[src/rtl/elevator_order_table_defines.svh]
// ----------------------------------------------------------------------------
// Elevator order table assertion macros
// Concurrent assertion shorthands on clk, disabled while rst_n is low.
// ----------------------------------------------------------------------------
`ifndef ELEVATOR_ORDER_TABLE_DEFINES_SVH
`define ELEVATOR_ORDER_TABLE_DEFINES_SVH

// same-cycle implication
`define EOT_ASSERT_NOW(lbl, ante, cons, msg) \
  lbl: assert property (@(posedge clk) disable iff (!rst_n) (ante) |-> (cons)) \
    else $error(msg);

// next-cycle implication
`define EOT_ASSERT_NEXT(lbl, ante, cons, msg) \
  lbl: assert property (@(posedge clk) disable iff (!rst_n) (ante) |=> (cons)) \
    else $error(msg);

`endif

[src/rtl/eot_pkg.sv]
// ----------------------------------------------------------------------------
// Elevator order table package
// Shared types and constants for the floor cells and the top level.
// ----------------------------------------------------------------------------
`default_nettype none

package eot_pkg;

  localparam int NUM_FLOORS_DEF = 4;
  localparam int BTN_W          = 4;
  localparam int FLOOR_W        = 2;
  localparam int IN_TDATA_W     = 24;
  localparam int OUT_TDATA_W    = 16;

  typedef enum logic [1:0] {
    DIR_IDLE = 2'd0,
    DIR_UP   = 2'd1,
    DIR_DOWN = 2'd2
  } dir_t;

  // pending orders of one floor
  typedef struct packed {
    logic up;
    logic down;
    logic cab;
  } ord_t;

  // per-transfer control shared by all cells
  typedef struct packed {
    logic take;
    logic clr_all;
    dir_t dir;
  } eot_ctrl_t;

  // decision of the cell at the current floor
  typedef struct packed {
    logic stop;
    logic keep;
  } vote_t;

endpackage

`default_nettype wire

[src/rtl/eot_cell.sv]
// ----------------------------------------------------------------------------
// Elevator order table floor cell
// Holds one floor's pending orders, extends the below/above order chains
// and forms the stop/continue decision when the car is at this floor.
// ----------------------------------------------------------------------------
`default_nettype none

module eot_cell #(
  parameter int FLOOR      = 0,
  parameter int NUM_FLOORS = eot_pkg::NUM_FLOORS_DEF
) (
  input  wire logic             clk,
  input  wire logic             rst_n,
  input  eot_pkg::ord_t         btn,
  input  eot_pkg::eot_ctrl_t    ctrl,
  input  wire logic             cur_hit,
  input  wire logic             clr_hit,
  input  wire logic             below_in,
  input  wire logic             above_in,
  output logic                  below_out,
  output logic                  above_out,
  output eot_pkg::vote_t        vote,
  output eot_pkg::ord_t         post
);
  import eot_pkg::*;

  localparam bit AT_BOTTOM = (FLOOR == 0);
  localparam bit AT_TOP    = (FLOOR == NUM_FLOORS - 1);

  ord_t p_r, p_nxt, p_add;
  logic here;

  always_comb begin
    p_add = ord_t'(p_r | btn);
    here  = |p_add;
    post  = (clr_hit || ctrl.clr_all) ? ord_t'('0) : p_add;
    p_nxt = ctrl.take ? post : p_r;
  end

  assign below_out = below_in | here;
  assign above_out = above_in | here;

  always_comb begin
    vote = '0;
    if (cur_hit) begin
      case (ctrl.dir)
        DIR_DOWN: begin
          vote.stop = p_add.down | p_add.cab | (here & ~below_in) | AT_BOTTOM;
          vote.keep = below_in;
        end
        DIR_UP: begin
          vote.stop = p_add.up | p_add.cab | (here & ~above_in) | AT_TOP;
          vote.keep = above_in;
        end
        default: begin
          vote.stop = 1'b1;
          vote.keep = 1'b0;
        end
      endcase
    end
  end

  always_ff @(posedge clk) begin
    if (!rst_n) begin
      p_r <= '0;
    end else begin
      p_r <= p_nxt;
    end
  end

endmodule

`default_nettype wire

[src/rtl/elevator_order_table.sv]
// Elevator order table: pending-order store of a directional collective
// elevator controller, one cell per floor in a chain.
// Input channel in_*: one transfer per controller tick carrying the pressed
// cab, hall-down and hall-up buttons, the clear requests, the travel
// direction and the current floor. Buttons are added to the table, the
// stop/continue answer is formed from the updated table, then the clears
// apply.
// Output channel out_*: one transfer per input transfer with stop_here,
// keep_going and the lamp state after the clears.
// out_tvalid rises in the cycle after the input transfer. One transfer per
// cycle is taken while the receiver does not stall; the cycle is set by the
// order chains that ripple through the floor cells, one cell per floor.
// Reset (rst_n low, synchronous) empties the table and clears out_tvalid.
// While the receiver stalls, the held result stays and in_tready drops, so
// a new transfer is taken only as the held one leaves.
// ----------------------------------------------------------------------------
// Elevator order table top level
// Stream wrapper, floor cell chain and output register.
// ----------------------------------------------------------------------------
`default_nettype none
`include "elevator_order_table_defines.svh"

module elevator_order_table #(
  parameter int NUM_FLOORS = eot_pkg::NUM_FLOORS_DEF
) (
  input  wire logic                               clk,
  input  wire logic                               rst_n,
  input  wire logic                               in_tvalid,
  output logic                                    in_tready,
  // cab_buttons, hall_down_buttons, hall_up_buttons, clear_floor_enable,
  // clear_floor_number, clear_everything, direction, current_floor, pad
  input  wire logic [eot_pkg::IN_TDATA_W-1:0]     in_tdata,
  output logic                                    out_tvalid,
  input  wire logic                               out_tready,
  // stop_here, keep_going, cab_lamps, down_lamps, up_lamps, pad
  output logic [eot_pkg::OUT_TDATA_W-1:0]         out_tdata
);
  import eot_pkg::*;

  logic [BTN_W-1:0]   cab_buttons, hall_down_buttons, hall_up_buttons;
  logic               clear_floor_enable, clear_everything;
  logic [FLOOR_W-1:0] clear_floor_number, current_floor;
  dir_t               direction;

  assign cab_buttons        = in_tdata[3:0];
  assign hall_down_buttons  = in_tdata[7:4];
  assign hall_up_buttons    = in_tdata[11:8];
  assign clear_floor_enable = in_tdata[12];
  assign clear_floor_number = in_tdata[14:13];
  assign clear_everything   = in_tdata[15];
  assign direction          = dir_t'(in_tdata[17:16]);
  assign current_floor      = in_tdata[19:18];

  logic      take;
  eot_ctrl_t ctrl;
  logic      out_valid_r, out_valid_nxt;
  logic [OUT_TDATA_W-1:0] out_data_r, out_data_nxt;

  assign in_tready = !out_valid_r || out_tready;
  assign take      = in_tvalid && in_tready;

  assign ctrl.take    = take;
  assign ctrl.clr_all = clear_everything;
  assign ctrl.dir     = direction;

  logic  below [NUM_FLOORS+1];
  logic  above [NUM_FLOORS+1];
  vote_t vote  [NUM_FLOORS];
  ord_t  post  [NUM_FLOORS];

  assign below[0]          = 1'b0;
  assign above[NUM_FLOORS] = 1'b0;

  for (genvar f = 0; f < NUM_FLOORS; f++) begin : g_cell
    ord_t btn;
    logic cur_hit, clr_hit;

    if (f < BTN_W) begin : g_btn
      assign btn.cab  = cab_buttons[f];
      assign btn.down = hall_down_buttons[f];
      assign btn.up   = hall_up_buttons[f];
    end else begin : g_nobtn
      assign btn = '0;
    end

    if (f == NUM_FLOORS - 1) begin : g_top
      assign cur_hit = (int'(current_floor) >= f);
    end else begin : g_mid
      assign cur_hit = (int'(current_floor) == f);
    end
    assign clr_hit = clear_floor_enable && (int'(clear_floor_number) == f);

    eot_cell #(
      .FLOOR      (f),
      .NUM_FLOORS (NUM_FLOORS)
    ) u_cell (
      .clk       (clk),
      .rst_n     (rst_n),
      .btn       (btn),
      .ctrl      (ctrl),
      .cur_hit   (cur_hit),
      .clr_hit   (clr_hit),
      .below_in  (below[f]),
      .above_in  (above[f+1]),
      .below_out (below[f+1]),
      .above_out (above[f]),
      .vote      (vote[f]),
      .post      (post[f])
    );
  end

  logic [BTN_W-1:0] cab_lamps, down_lamps, up_lamps;

  for (genvar l = 0; l < BTN_W; l++) begin : g_lamp
    if (l < NUM_FLOORS) begin : g_on
      assign cab_lamps[l]  = post[l].cab;
      assign down_lamps[l] = post[l].down;
      assign up_lamps[l]   = post[l].up;
    end else begin : g_off
      assign cab_lamps[l]  = 1'b0;
      assign down_lamps[l] = 1'b0;
      assign up_lamps[l]   = 1'b0;
    end
  end

  logic stop_here, keep_going;

  always_comb begin
    stop_here  = 1'b0;
    keep_going = 1'b0;
    for (int f = 0; f < NUM_FLOORS; f++) begin
      stop_here  = stop_here  | vote[f].stop;
      keep_going = keep_going | vote[f].keep;
    end
  end

  always_comb begin
    out_valid_nxt = out_valid_r;
    out_data_nxt  = out_data_r;
    if (out_tready) begin
      out_valid_nxt = 1'b0;
    end
    if (take) begin
      out_valid_nxt = 1'b1;
      out_data_nxt  = {2'b00, up_lamps, down_lamps, cab_lamps, keep_going, stop_here};
    end
  end

  always_ff @(posedge clk) begin
    if (!rst_n) begin
      out_valid_r <= 1'b0;
    end else begin
      out_valid_r <= out_valid_nxt;
    end
  end

  always_ff @(posedge clk) begin
    out_data_r <= out_data_nxt;
  end

  assign out_tvalid = out_valid_r;
  assign out_tdata  = out_data_r;

  `EOT_ASSERT_NEXT(a_take_fills, take, out_valid_r, "accepted transfer gave no result")
  `EOT_ASSERT_NOW(a_stall_blocks, out_valid_r && !out_tready, !in_tready, "input taken while held")
  `EOT_ASSERT_NEXT(a_clear_all, take && clear_everything, out_data_r[13:2] == '0, "table not cleared")
  `EOT_ASSERT_NEXT(a_idle_stops, take && direction == DIR_IDLE, out_data_r[1:0] == 2'b01, "idle must stop")

endmodule

`default_nettype wire

[config.mk]
export PLATFORM = sky130hd
export DESIGN_NAME = elevator_order_table
export DESIGN_NICKNAME = d
export VERILOG_FILES = /design/src/rtl/eot_pkg.sv /design/src/rtl/eot_cell.sv /design/src/rtl/elevator_order_table.sv
export VERILOG_INCLUDE_DIRS = /design/src /design/src/rtl
export SDC_FILE = /design/constraint.sdc
export NUM_CORES = 1
export LEC_CHECK = 0
export BUFFER_PORTS_ARGS = -buffer_cell sky130_fd_sc_hd__buf_2
export CORE_ASPECT_RATIO = 2
export CORE_MARGIN = 2
export CORE_UTILIZATION = 37
export CTS_BUF_LIST = sky130_fd_sc_hd__clkbuf_4 sky130_fd_sc_hd__clkbuf_8
export CTS_CLUSTER_DIAMETER = 40
export DETAILED_ROUTE_END_ITERATION = 16
export GPL_ROUTABILITY_DRIVEN = 0
export PLACE_DENSITY = 0.71
export SYNTH_ARGS = -nofsm -noshare
export SYNTH_HDL_FRONTEND = slang
export SYNTH_SLANG_ARGS = --single-unit
[constraint.sdc]
create_clock -name clk -period 1.5 [get_ports clk]
set_input_delay 0.3 -clock clk [delete_from_list [all_inputs] [get_ports clk]]
set_output_delay 0.3 -clock clk [all_outputs]
set_load 0.1 [all_outputs]
==> impl_metrics.json, run 1 <==
{
  "die_area_mm2": 0.004300,
  "dp_hpwl_um": 2549,
  "reg2regPathDepth": 5,
  "r2r-end": "out_tdata[0]$_DFFE_PP_",
  "crit_chain": "nor4_4, nand4_1, o21ai_1, or3b_1, o2111ai_1",
  "grt_max_degree": 16,
  "maxCapViolations": 0,
  "fin_skew_ns": 0.007765,
  "io-pin-count": 46,
  "dieWidth_um": 47.38,
  "r2r_start": "g_cell[2].u_cell.p_r[0]$_SDFFE_PN0P_",
  "cp_slowest_cell": "or3b_1",
  "io_buffer_count": 39,
  "yosysTopAreaCell": "edfxtp_1",
  "fin_crit_ns": 1.636,
  "violations": "setup timing",
  "clkPwrFrac_pct": 23.0,
  "antennaDiodeCount": 0,
  "finalWorstSetupSlack_ns": -0.1364,
  "areaGrowthSynthToFinish_pct": 35.40,
  "netlist.area_leader.share_pct": 30.19,
  "yosysUniqueCellTypes": 36,
  "cts_hold_buffers": 0,
  "fmax_mhz": 611.1,
  "grt_pass1_vias": 1166,
  "wl_per_cell_um": 12.74,
  "power_switching_uw": 647.3,
  "required_ns": 1.62,
  "hp-start": "in_tvalid",
  "antenna_found_initial": 0,
  "startpoint_type": "flip-flop",
  "internal_power_mw": 1.164,
  "cts_buffers": 3,
  "start_util_pct": 38.61,
  "async_flop_share_pct": 0,
  "cts_tree": "built",
  "fillers": 341,
  "gr-total-overflow": 0,
  "vias_per_cell": 4.927,
  "vias": 1276,
  "placementRows": 31,
  "drtPass1Iterations": 7,
  "synth_cells": 148,
  "ir_worst_vdd_v": 0.0006276,
  "synth_enable_flop_cells": 14,
  "p_leak_nw": 0.8065,
  "synth.most_common_cell": "nand2_1",
  "clk_latency_ns": 0.28,
  "clk_pin_slew_worst_paths_ns": 0.10,
  "root_buffer": "clkbuf_8",
  "swShare_pct": 35.74,
  "clock_sinks": 27,
  "synth_area_leaders": "edfxtp_1, dfxtp_1, nand2_1",
  "rsz0062_at_grt": "yes",
  "maxSlewViolCount": 0,
  "syn_area_per_cell_um2": 9.409,
  "p_total_mw": 1.811,
  "arrival_ns": 1.76,
  "setup_viol": 2,
  "synthTopCellsByCount": "nand2_1, nor2_1, edfxtp_1",
  "hold_path_depth": 3,
  "core-area_mm2": 0.003607,
  "hp-class": "in2reg",
  "fin_crit_sh_pct": 109.1,
  "status": "finished, violations left",
  "ant_nets": 0,
  "crit_start": "g_cell[2].u_cell.p_r[0]$_SDFFE_PN0P_",
  "finalWirelength_um": 3300,
  "clock_path_buffers": 2,
  "p_seq_share_pct": 46.7,
  "drc_errors": 0,
  "synthFlopType": "edfxtp_1",
  "rrSetupSlack_ns": -0.14,
  "synth_warnings": 0,
  "final_layout_size_suffix_gt1_share_pct": 39.05,
  "grt_pass1_wl_um": 5285,
  "whs_endpoint": "out_tvalid$_SDFFE_PN0P_",
  "synth_area_mm2": 0.001393,
  "critPathMaxFanout": 3,
  "final_hold_viol_count": 0,
  "endpoint_kind": "flip-flop",
  "grt_usage_pct": 16.67,
  "die_h_um": 90.76,
  "max_stage_delay_ns": 0.37,
  "post-place-ws_ns": -0.1356,
  "worstSetupPathType": "reg2reg",
  "htreeDepth": 1,
  "synth_seq_area_share_pct": 48.88,
  "nNetsFinal": 241,
  "drt_iter0_drc": 43,
  "combPwrFrac_pct": 30.3,
  "pwr_density_cell_mw_per_mm2": 960.5,
  "ys_ff_latch": 27
}
[how the worst max path moves through the flow]
| stage | to | slack, ns | cells after the start |
|---|---|---|---|
| finish | out_tdata[0]$_DFFE_PP_ | -0.14 | 5 |
| global route | out_tdata[0]$_DFFE_PP_ | -0.18 | 5 |
| global placement | out_tdata[0]$_DFFE_PP_ | -0.14 | 6 |
| floorplan | out_tdata[0]$_DFFE_PP_ | 0.004 | 4 |
| CTS | out_tdata[0]$_DFFE_PP_ | -0.1 | 5 |
| detailed placement | out_tdata[0]$_DFFE_PP_ | -0.14 | 6 |
[critical path, delay by kind of cell, from the launching register on]
kind               cells  cell delay (ns)
AOI/OAI and AO/OA      2             0.27
DFF                    1             0.35
and+or+nand+nor        3             0.86
[flip-flops by register name, summed over array words and instances, names as in the netlist]
register,cells
out_tdata,14
g_cell.u_cell.p_r,12
out_tvalid,1
[final cells by class]
| cell class | instances | area (um2) | area share (%) |
|---|---|---|---|
| clock buffer | 3 | 41.29 | 2.190 |
| clock inverter | 1 | 5.005 | 0.2654 |
| timing repair buffer | 62 | 382.9 | 20.31 |
| inverter | 7 | 26.28 | 1.393 |
| sequential | 27 | 686.9 | 36.43 |
| multi-input combinational | 110 | 681.9 | 36.16 |
| tap | 49 | 61.31 | 3.251 |
[placed cells by master, fill, tap and decap left out, drive strengths merged, types with 2 or more instances in the layout]
| master | Yosys | routed |
|---|---|---|
| dfxtp | 13 | 13 |
| a21oi | 3 | 3 |
| nand2b | 3 | 3 |
| edfxtp | 14 | 14 |
| a31o | 4 | 4 |
| nand2 | 32 | 32 |
| clkbuf | 2 | 3 |
| o21ai | 3 | 3 |
| a21boi | 13 | 13 |
| a22oi | 2 | 2 |
| nand3 | 2 | 2 |
| nor4 | 4 | 4 |
| buf | 3 | 62 |
| inv | 7 | 7 |
| nand4 | 3 | 3 |
| nor2 | 25 | 25 |
| conb | 1 | 2 |
| ha | 2 | 2 |
[timing repair]
action / CTS / global route
endpoints found under the setup margin: 2 / 2
gates resized for setup: 1 / 4
buffers inserted: 0 / 3
pin swaps: 4 / 7
[through the flow]
stage / TNS (ns) / cell area [um2] / hold WS, ns / util (%) / cells
after floorplan: 0 / 1419 / 0.4180 / - / 149
after global placement: -0.2174 / 1803 / 0.4413 / 49.98 / 252
after detailed placement: -0.2173 / 1803 / 0.4480 / 49.98 / 252
after CTS: -0.1493 / 1851 / 0.2481 / 51.30 / 256
after global routing: -0.2906 / 1886 / 0.2589 / 52.27 / 259
final: -0.2112 / 1886 / 0.2511 / 52.27 / 259
[cell families after synthesis]
| logic type | synth area share [%] |
|---|---|
| AOI/OAI and AO/OA | 17.34 |
| and+or+nand+nor | 27.94 |
| other | 0.2693 |
| DFF | 48.88 |
| buffers and inverters | 3.773 |
| adders and majority gates | 1.797 |
[routing by layer]
layer  track usage [%]  up-vias  wire, um
li1                  -      644         -
met1             19.72      582      1262
met2             28.94       44      1837
met3             1.200        6       142
met4             6.250        0        57
met5                 0        -         0
[power by group through the flow]
stage | Sequential [mW] | Clock, mW | Combinational, mW
finish | 0.845 | 0.416 | 0.550
global placement | 0.860 | 0 | 0.535
detailed placement | 0.862 | 0 | 0.536
CTS | 0.846 | 0.424 | 0.538
floorplan | 1.07 | 0 | 0.176
global route | 0.851 | 0.447 | 0.582
No activity file was read; power rests on OpenSTA's default activity.
==> inputs of run 2 (changes only) <==
Settings changed: PLACE_DENSITY 0.71 to 0.69, SYNTH_HIERARCHICAL from default to 1.
==> impl_metrics.json, run 2 <==
{
  "status": "finished, violations left",
  "violations": "setup timing",
  "cp_slowest_cell": "or4_1",
  "arrival_ns": 2.37,
  "worstSetupPathType": "reg2reg",
  "clk_latency_ns": 0.27,
  "crit_chain": "nor4_4, nand2_1, or2_4, or2_4, or2_4, a22oi_2, nor3b_1, or4_1",
  "grt_pass1_wl_um": 6341,
  "placementRows": 34,
  "clock_sinks": 27,
  "io-pin-count": 46,
  "root_buffer": "clkbuf_8",
  "antennaDiodeCount": 0,
  "cts_hold_buffers": 0,
  "synth_cells": 163,
  "die_area_mm2": 0.004989,
  "fillers": 429,
  "grt_max_degree": 39,
  "grt_usage_pct": 16.10,
  "core-area_mm2": 0.004297,
  "drc_errors": 0,
  "maxSlewViolCount": 0,
  "required_ns": 1.50,
  "startpoint_type": "flip-flop",
  "maxCapViolations": 0,
  "p_total_mw": 1.866,
  "fmax_mhz": 422.8,
  "htreeDepth": 1,
  "vias": 1467,
  "nNetsFinal": 277,
  "setup_viol": 2,
  "fin_skew_ns": 0.005482,
  "die_h_um": 97.91,
  "dp_hpwl_um": 3010,
  "mostFrequentLayoutCells": "buf_2, buf_4, nor2_1, edfxtp_1",
  "p_leak_nw": 0.9688,
  "clk_pin_slew_worst_paths_ns": 0.09,
  "critPathMaxFanout": 3,
  "drt_iter0_drc": 18,
  "largest_register_ffs": 14,
  "design_area_mm2": 0.002262,
  "cts_tree": "built",
  "pwr_density_cell_mw_per_mm2": 824.8,
  "postPlaceCellArea_mm2": 0.002168,
  "synth_warnings": 6,
  "wl_per_cell_um": 12.47,
  "ant_nets": 0,
  "ir_worst_vdd_v": 0.0004581,
  "hp-class": "in2reg",
  "antenna_found_initial": 0,
  "max_stage_delay_ns": 0.51,
  "cp_num_buf_inv": 0,
  "gr-total-overflow": 0,
  "finalWorstSetupSlack_ns": -0.8649,
  "final_hold_viol_count": 0,
  "areaGrowthSynthToFinish_pct": 38.65,
  "post-place-ws_ns": -1.002,
  "grt_pass1_vias": 1485,
  "layout_commonest_cell": "buf_2",
  "finalWirelength_um": 3667,
  "regArea_um2": 694.4,
  "cpMostUsedCell": "or2_4",
  "dieWidth_um": 50.96,
  "fin_crit_ns": 2.365,
  "endpoint_kind": "flip-flop",
  "start_util_pct": 37.97,
  "synth_area_mm2": 0.001632,
  "syn_area_per_cell_um2": 10.01,
  "io_buffer_count": 39,
  "vias_per_cell": 4.990,
  "rsz0062_at_grt": "yes",
  "clock_path_buffers": 2,
  "drtPass1Iterations": 4,
  "fin_crit_sh_pct": 157.7,
  "final_layout_size_suffix_gt1_share_pct": 41.67,
  "multiInputGateArea_um2": 974.7,
  "cts_buffers": 3,
  "cpLargestDelayFamily": "simple AND/OR/NAND/NOR gates"
}
==> run 2: cell types whose count changed in the layout (fill, tap and decap cells not counted), sizes merged, moves of 7 or more <==
cell,before,now
nor2,25,18
nor3,1,12
nor3b,0,9
buf,62,70
nand3b,1,12
nand2,32,5
==> run 2: repair_timing <==
item	4_1_cts	5_1_grt
resized for setup	3	10
buffers inserted	1	2
setup endpoints to repair	2	2
cloned	0	0
pin swaps	7	9
==> run 2: routing by layer <==
layer / track usage, % / wire [um] / part of all wire (%)
met2: 29.97 / 2065 / 56
met4: 7.277 / 100 / 2.7
met3: 1.835 / 134 / 3.7
met5: 0 / 0 / 0
met1: 17.22 / 1366 / 37
==> run 2: where the power goes <==
group | switching (mW) | internal, mW
Combinational | 0.409 | 0.194
Clock | 0.210 | 0.208
Sequential | 0.0190 | 0.826
Total | 0.638 | 1.23
==> run 2: cell type report <==
class / count / area share (%)
clock buffer: 4 / 2.157
inverter: 9 / 1.493
multi-input combinational: 130 / 43.09
sequential: 27 / 30.70
tap: 54 / 2.987
timing repair buffer: 70 / 19.58
==> run 2: tightest hold or removal path, cell delays in order <==
cell,delay [ns]
buf_2,0.10
inv_1,0.04
a21boi_0,0.06
==> run 2: path summary, 6_finish.rpt <==
path | endpoint | slack [ns] | depth (start not counted) | startpoint
max | out_tdata[1]$_DFFE_PP_ | -0.86 | 8 | g_cell[0].u_cell/p_r[2]$_SDFFE_PN0P_
min | out_tvalid$_SDFFE_PN0P_ | 0.28 | 3 | in_tvalid
max reg2reg | out_tdata[1]$_DFFE_PP_ | -0.86 | 8 | g_cell[0].u_cell/p_r[2]$_SDFFE_PN0P_
min reg2reg | g_cell[0].u_cell/p_r[1]$_SDFFE_PN0P_ | 0.48 | 2 | g_cell[0].u_cell/p_r[1]$_SDFFE_PN0P_
==> run 2: through the flow <==
stage | setup TNS [ns] | hold slack (ns) | cells | utilization [%]
after floorplan | -0.9143 | 0.4279 | 168 | -
after global placement | -1.627 | 0.4606 | 290 | 50.47
after detailed placement | -1.668 | 0.4712 | 290 | 50.47
after CTS | -1.439 | 0.2753 | 295 | 51.86
after global routing | -1.586 | 0.2798 | 294 | 52.65
final | -1.415 | 0.2795 | 294 | 52.65
==> inputs of run 3 (changes only) <==
Settings changed: ABC_AREA from default to 1.
==> impl_metrics.json, run 3 <==
{
  "status": "finished, violations left",
  "violations": "setup timing",
  "max_stage_delay_ns": 0.33,
  "cts_tree": "built",
  "fin_crit_sh_pct": 103.4,
  "vias": 1510,
  "clk_pin_slew_worst_paths_ns": 0.09,
  "placementRows": 34,
  "ant_nets": 0,
  "grt_usage_pct": 14.30,
  "critPathMaxFanout": 2,
  "antenna_found_initial": 0,
  "p_leak_nw": 1.149,
  "required_ns": 1.64,
  "root_buffer": "clkbuf_8",
  "largest_register_ffs": 14,
  "startpoint_type": "flip-flop",
  "grt_pass1_vias": 1434,
  "arrival_ns": 1.69,
  "mostFrequentLayoutCells": "inv_1, buf_2, nand2_1, nor2_1, buf_4",
  "setup_viol": 2,
  "grt_pass1_wl_um": 5651,
  "cts_buffers": 3,
  "core-area_mm2": 0.004297,
  "fmax_mhz": 645.0,
  "io_buffer_count": 39,
  "cp_slowest_cell": "dfxtp_2",
  "fin_util_pct": 49.97,
  "maxSlewViolCount": 0,
  "grt_max_degree": 39,
  "drt_iter0_drc": 19,
  "nNetsFinal": 328,
  "final_hold_viol_count": 0,
  "dp_hpwl_um": 2609,
  "start_util_pct": 37.97,
  "antennaDiodeCount": 0,
  "fin_crit_ns": 1.550,
  "io-pin-count": 46,
  "post-place-ws_ns": -0.1561,
  "drtPass1Iterations": 4,
  "maxCapViolations": 0,
  "rsz0062_at_grt": "yes",
  "fin_skew_ns": 0.001866,
  "ir_worst_vdd_v": 0.0003432,
  "layout_commonest_cell": "inv_1",
  "crit_chain": "nor2_2, inv_2, nor3_2, nand2_1, inv_2, nand2_2, inv_2, nand2_2, inv_2, nand2_2, nand2_1, nand2_1, a21oi_2, nor2_1, nand2_1",
  "r2r_start": "g_cell[3].u_cell/p_r[2]$_SDFFE_PN0P_",
  "finalWirelength_um": 3322,
  "r2r-end": "out_tdata[0]$_DFFE_PP_",
  "gr-total-overflow": 0,
  "rrSetupSlack_ns": -0.05,
  "hp-class": "in2reg",
  "hp-start": "in_tvalid",
  "wl_per_cell_um": 9.629,
  "vias_per_cell": 4.377,
  "die_area_mm2": 0.004989,
  "clk_latency_ns": 0.26,
  "clock_path_buffers": 2,
  "syn_area_per_cell_um2": 7.125,
  "final_layout_size_suffix_gt1_share_pct": 34.71,
  "clock_sinks": 27,
  "reg2regPathDepth": 15,
  "finalWorstSetupSlack_ns": -0.05034,
  "drc_errors": 0,
  "dieWidth_um": 50.96,
  "worstSetupPathType": "reg2reg",
  "htreeDepth": 1,
  "cp-endpoint": "out_tdata[0]$_DFFE_PP_",
  "synth_cells": 229,
  "crit_start": "g_cell[3].u_cell/p_r[2]$_SDFFE_PN0P_",
  "areaGrowthSynthToFinish_pct": 31.60,
  "die_h_um": 97.91,
  "endpoint_kind": "flip-flop",
  "synth_warnings": 6,
  "pwr_density_cell_mw_per_mm2": 878.3,
  "synth_area_mm2": 0.001632
}
run 3: layout make-up:
type / instances / area, um2
Sequential cell: 27 / 689.4
Clock buffer: 4 / 48.80
Timing Repair Buffer: 55 / 342.8
Tap cell: 54 / 67.56
Multi-Input combinational cell: 141 / 758.2
Inverter: 64 / 240.2
Fill cell: 429 / 2150
run 3: timing repair:
action | 4_1_cts | 5_1_grt
cloned | 0 | 0
pin swaps | 1 | 18
gates resized for setup | 5 | 17
setup buffers | 1 | 3
endpoints found under the setup margin | 2 | 2
hold buffers | 0 | 0
run 3: metrics by stage:
step | cell area [um2] | cells | hold WS, ns | power [mW] | TNS (ns)
after detailed placement | 2041 | 338 | 0.5144 | 1.472 | -0.2979
after CTS | 2103 | 343 | 0.3302 | 1.904 | -0.07908
after global routing | 2147 | 345 | 0.3550 | 1.993 | -0.3878
after floorplan | 1668 | 234 | 0.3995 | 1.321 | 0
after global placement | 2041 | 338 | 0.5052 | 1.461 | -0.2457
final | 2147 | 345 | 0.3323 | 1.886 | -0.07517
run 3: how the worst min path moves through the flow:
stage                                                       to  depth (start not counted)
after global placement    g_cell[3].u_cell/p_r[2]$_SDFFE_PN0P_                          2
after global routing                   out_tvalid$_SDFFE_PN0P_                          3
after detailed placement  g_cell[3].u_cell/p_r[2]$_SDFFE_PN0P_                          2
after floorplan                        out_tvalid$_SDFFE_PN0P_                          2
final                                  out_tvalid$_SDFFE_PN0P_                          3
after CTS                              out_tvalid$_SDFFE_PN0P_                          3
run 3: layer usage:
metal,routed length (um),vias to the layer above,track usage [%],part of all wire (%)
li1,-,806,-,-
met1,1290,673,15.02,39
met2,1867,29,27.17,56
met3,122,2,1.376,3.7
met4,42,0,6.237,1.3
met5,0,-,0,0
run 3: power by group:
| part | switching (mW) | leakage [nW] | internal [mW] |
|---|---|---|---|
| combinational | 0.444 | 0.874 | 0.158 |
| sequential | 0.0244 | 0.249 | 0.839 |
| clock | 0.212 | 0.0262 | 0.208 |
| total | 0.680 | 1.15 | 1.21 |
run 3: worst max-delay path, delay by kind of cell (launching register included):
family	cells	cell delay [ns]
AO/OA/AOI/OAI	1	0.12
flip-flops	1	0.33
buffers and inverters	4	0.25
AND/OR/NAND/NOR	10	0.71
